<file path="src/rtl/jbf_pkg.sv">
package jbf_pkg;

    localparam int unsigned LEVELS_OUT_W = 9;
    localparam int unsigned STATUS_W     = 3;

    typedef enum logic [1:0] {
        REQ_OPEN  = 2'd0,
        REQ_ADD   = 2'd1,
        REQ_CLOSE = 2'd2,
        REQ_QUERY = 2'd3
    } t_req;

    typedef enum logic [STATUS_W-1:0] {
        ST_OK             = 3'd0,
        ST_CLOSE_NO_LEVEL = 3'd1,
        ST_ADD_NO_LEVEL   = 3'd2,
        ST_JOURNAL_FULL   = 3'd3,
        ST_LEVELS_FULL    = 3'd4
    } t_status;

    // controller -> datapath
    typedef struct packed {
        logic clear_step;
        logic accept;
        logic exec;
        logic walk_rd;
        logic walk_wr;
        logic load_out;
    } t_cmd;

    // datapath -> controller
    typedef struct packed {
        t_req req;
        logic level_empty;
        logic left_zero;
        logic clr_last;
    } t_stat;

endpackage

</file>
<file path="src/rtl/jbf_ctrl.sv">
module jbf_ctrl (
    input  logic          i_clk,
    input  logic          i_rst_n,
    input  logic          i_in_valid,
    output logic          o_in_stall,
    output logic          o_out_valid,
    input  logic          i_out_stall,
    input  jbf_pkg::t_stat i_stat,
    output jbf_pkg::t_cmd  o_cmd
);

    import jbf_pkg::*;

    typedef enum logic [2:0] {
        S_CLEAR,
        S_IDLE,
        S_EXEC,
        S_WALK_RD,
        S_WALK_WR
    } t_state;

    t_state r_state, n_state;
    logic   r_out_valid, n_out_valid;
    logic   accept;
    logic   out_free;
    t_cmd   cmd;

    assign accept   = i_in_valid && (r_state == S_IDLE);
    assign out_free = !r_out_valid || !i_out_stall;

    always_comb begin
        cmd         = '0;
        n_state     = r_state;
        n_out_valid = r_out_valid && i_out_stall;
        case (r_state)
            S_CLEAR: begin
                cmd.clear_step = 1'b1;
                if (i_stat.clr_last) begin
                    n_state = S_IDLE;
                end
            end
            S_IDLE: begin
                if (accept) begin
                    cmd.accept = 1'b1;
                    n_state    = S_EXEC;
                end
            end
            S_EXEC: begin
                if (i_stat.req == REQ_CLOSE && !i_stat.level_empty) begin
                    cmd.exec = 1'b1;
                    n_state  = S_WALK_RD;
                end else if (out_free) begin
                    cmd.exec     = 1'b1;
                    cmd.load_out = 1'b1;
                    n_out_valid  = 1'b1;
                    n_state      = S_IDLE;
                end
            end
            S_WALK_RD: begin
                if (i_stat.left_zero) begin
                    if (out_free) begin
                        cmd.load_out = 1'b1;
                        n_out_valid  = 1'b1;
                        n_state      = S_IDLE;
                    end
                end else begin
                    cmd.walk_rd = 1'b1;
                    n_state     = S_WALK_WR;
                end
            end
            S_WALK_WR: begin
                cmd.walk_wr = 1'b1;
                n_state     = S_WALK_RD;
            end
            default: begin
                n_state = S_CLEAR;
            end
        endcase
    end

    always_ff @(posedge i_clk) begin
        if (!i_rst_n) begin
            r_state     <= S_CLEAR;
            r_out_valid <= 1'b0;
        end else begin
            r_state     <= n_state;
            r_out_valid <= n_out_valid;
        end
    end

    assign o_in_stall  = (r_state != S_IDLE);
    assign o_out_valid = r_out_valid;
    assign o_cmd       = cmd;

    a_accept_to_exec: assert property (@(posedge i_clk) disable iff (!i_rst_n)
        accept |=> (r_state == S_EXEC))
        else $error("accepted request did not move to execute");

    a_walk_order: assert property (@(posedge i_clk) disable iff (!i_rst_n)
        cmd.walk_wr |-> $past(cmd.walk_rd))
        else $error("filter clear issued without a journal read before it");

    a_no_overwrite: assert property (@(posedge i_clk) disable iff (!i_rst_n)
        (r_out_valid && i_out_stall) |-> !cmd.load_out)
        else $error("pending result overwritten");

    a_result_from_work: assert property (@(posedge i_clk) disable iff (!i_rst_n)
        $rose(r_out_valid) |-> ($past(r_state) == S_EXEC || $past(r_state) == S_WALK_RD))
        else $error("result raised outside a finishing state");

endmodule

</file>
<file path="config.mk">
export PLATFORM = sky130hd
export DESIGN_NAME = jbf_ctrl
export DESIGN_NICKNAME = d
export VERILOG_FILES = /design/src/rtl/jbf_pkg.sv /design/src/rtl/jbf_ctrl.sv
export SDC_FILE = /design/constraint.sdc
export NUM_CORES = 1
export LEC_CHECK = 0
export BUFFER_PORTS_ARGS = -buffer_cell sky130_fd_sc_hd__buf_2
export CAP_MARGIN = 20
export CELL_PAD_IN_SITES_DETAIL_PLACEMENT = 1
export CELL_PAD_IN_SITES_GLOBAL_PLACEMENT = 1
export CORE_AREA = 2 2 39 41
export CTS_CLUSTER_SIZE = 16
export DETAILED_ROUTE_END_ITERATION = 10
export DIE_AREA = 0 0 41 43
export PLACE_DENSITY = 0.71
export SLEW_MARGIN = 20
export SYNTH_ARGS = -nofsm -noshare
export SYNTH_HDL_FRONTEND = slang
export SYNTH_SLANG_ARGS = --single-unit
</file>
<file path="constraint.sdc">
create_clock -name i_clk -period 1.65 [get_ports i_clk]
set_input_delay 0.165 -clock i_clk [delete_from_list [all_inputs] [get_ports i_clk]]
set_output_delay 0.165 -clock i_clk [all_outputs]
set_load 0.01 [all_outputs]
</file>
==> reports/results.txt <==
count of input and output buffers: 16
Slew @ Worst Pin: 0.268 ns
Post-Synth Simple-Gate Area: 36.6%
Routability Congestion: 0.791
worst setup path class: reg -> out
most frequent cells in the layout: buf_2, nor2_1, a21oi_1, clkbuf_4, dfxtp_2
XOR/XNOR Fraction of Synth Area: 0%
# setup viols final: 0
CTS buffer count: 3
row cnt: 14
initial antenna violation count: 0
P_int: 240 uW
Hold Crit Class: in -> reg
clock network fraction of total power: 34.2%
RSZ-0062 raised after global routing: false
vias: 366
number of global-route vias before repair: 358
Syn Inst Count: 41
DRT Wirelength: 922 microns
Post-Syn Nets: 50
Syn Area/Cell: 7.51 sq um
setup TNS: 0 ns
status: finished, final reports clean
first-pass GRT wire length: 1500 microns
Startpoint Class: register
Die H: 43 microns
Max FO, Critical Path: 11
clk sinks: 4
synth-to-layout area growth: 41.1%
ys async rst share: 0%
EDFF count, synth: 0
GRT Util Overall: 12.6%
sequential share of power: 34.8%
Die X: 41 microns
Crit path arrival time: 1.39 ns
Compound-Gate Fraction of Synth Area: 30.1%
# H-tree levels: 1
Die Area: 0.00176 sq mm
post-synthesis mux area share: 0%
Max-slew headroom: 82.0%
Setup Skew: 0.000553 ns
leak pwr: 0.000194 uW
Synth Warn #: 0
share of post-route cells with drive strength above 1: 44.8%
Worst setup EP type: primary output
DR WL/cell: 12.5 microns
Hold Slack: 0.153 ns
Worst path max stage delay: 0.42 ns
Initial Util: 22.2%
Pre-Repair DR Iteration Count: 3
Reg clk slew, reported paths: 0.04 ns
Ant. Diodes: 0
Final Hold Vio Count: 0
Iter 0 DRT Violations: 10
CTS Root Cell: clkbuf_4
max_cap viols: 0
Clock Latency Late Sink: 0.23 ns
main combinational cell family by area after synthesis: simple AND/OR/NAND/NOR gates
WP buf/inv: 1
Max Slew Vio Count: 0
Post-DP HPWL: 707 microns
maximum vdd drop: 152 uV
sw frac: 32.3%
Combinational Power Share: 31.0%
slowest cell on the critical path: or3b_1
Crit path max-delay family: simple AND/OR/NAND/NOR gates
Pwr Density: 817 mW/mm^2
DRC viols: 0
adder-cell area share of the yosys netlist: 0%
Clock Tree Buf Depth: 2
# IOs: 17
final-layout fill cell count: 175
CORE AREA: 0.00138 sq mm
Cell Chain, Critical Path: or3b_1 > a31oi_1 > buf_2
grt total ovfl: 0
FF+latch count, synth: 4
CTS tree: yes
Main synth FF type: dfxtp_1
post-route antenna net violation count: 0
post-synthesis cell type count: 25
largest net degree at the start of global routing: 12
# nets final: 69
Seq/Total Area, Yosys: 26.0%
fmax: 642 MHz
CTS Hold Bufs: 0
detailed-route vias per instance: 4.95
CP required: 1.48 ns
sw power: 114 uW
most common cell after layout, fill and taps aside: buf_2
Post-Syn Area: 308 sq um
final critical-path required period: 1.56 ns
Period Utilization, post-route: 94.4%
power groups by stage:
| stage | clock, uW | combinational [uW] | sequential (uW) |
|---|---|---|---|
| floorplan | 0 | 77.9 | 111 |
| global placement | 0 | 107 | 122 |
| detailed placement | 0 | 108 | 122 |
| CTS | 125 | 109 | 122 |
| global route | 127 | 124 | 126 |
| finish | 121 | 110 | 123 |
stage by stage:
step / setup slack [ns] / area (sq um) / utilization [%] / instances / total power [uW]
after floorplan: 0.396 / 308 / - / 41 / 189
after global routing: 0.00502 / 434 / 31.4 / 74 / 378
after global placement: 0.329 / 400 / 28.9 / 71 / 229
final: 0.0921 / 434 / 31.4 / 74 / 355
after detailed placement: 0.279 / 400 / 28.9 / 71 / 231
after CTS: 0.0332 / 423 / 30.6 / 74 / 355
area by class of cell:
| type | count | area [sq um] | share of cell area (%) |
|---|---|---|---|
| Multi-Input combinational cell | 32 | 213 | 49.0 |
| Timing Repair Buffer | 17 | 87.6 | 20.2 |
| Sequential cell | 4 | 83.8 | 19.3 |
| Clock buffer | 3 | 22.5 | 5.19 |
| Tap cell | 16 | 20.0 | 4.61 |
| Inverter | 2 | 7.51 | 1.73 |
worst paths after layout:
check / start / endpoint / slack, ns / cells after the start
hold reg to reg: o_out_valid / o_out_valid / 0.53 / 2
setup / recovery: r_state[0] / o_cmd[3] / 0.09 / 3
setup reg to reg: r_state[0] / r_state[1] / 0.33 / 3
hold / removal: i_stat[1] / r_state[2] / 0.15 / 2
cells by family after synthesis:
family,after synthesis
buf+inv,5
simple gates,20
flops,4
compound gates,12
synth_stat cells, types with 2 or more instances:
master | instances | area [sq um]
nor2_1 | 5 | 18.8
nor3_1 | 2 | 10.0
nand2_1 | 2 | 7.51
a21oi_1 | 3 | 15.0
buf_2 | 3 | 15.0
inv_1 | 2 | 7.51
dfxtp_1 | 4 | 80.1
or3b_1 | 2 | 17.5
nor2b_1 | 2 | 12.5
metal layers:
metal / vias up / share of wire, % / track usage [%] / wire (microns)
met2: 7 / 50 / 17.2 / 460
li1: 185 / - / - / -
met3: 2 / 2.7 / 3.14 / 25
met1: 172 / 46 / 16.9 / 426
met4: 0 / 0.98 / 8.00 / 9
met5: - / 0 / 0 / 0
timing repair:
| item | in CTS | in global routing |
|---|---|---|
| setup endpoints to repair | 0 | 5 |
| resized for setup | 0 | 5 |
| buffers inserted | 0 | 0 |
worst reg2reg max path: cells and delay by family, from the launching register on:
family / cells / cell delay [ns]
DFF: 1 / 0.37
AOI/OAI and AO/OA: 2 / 0.44
and+or+nand+nor: 1 / 0.42
registers in the layout, summed over array words and instances (netlist names):
name and count:
o_out_valid 1, r_state 3
Power figures use the tool's default switching activity.
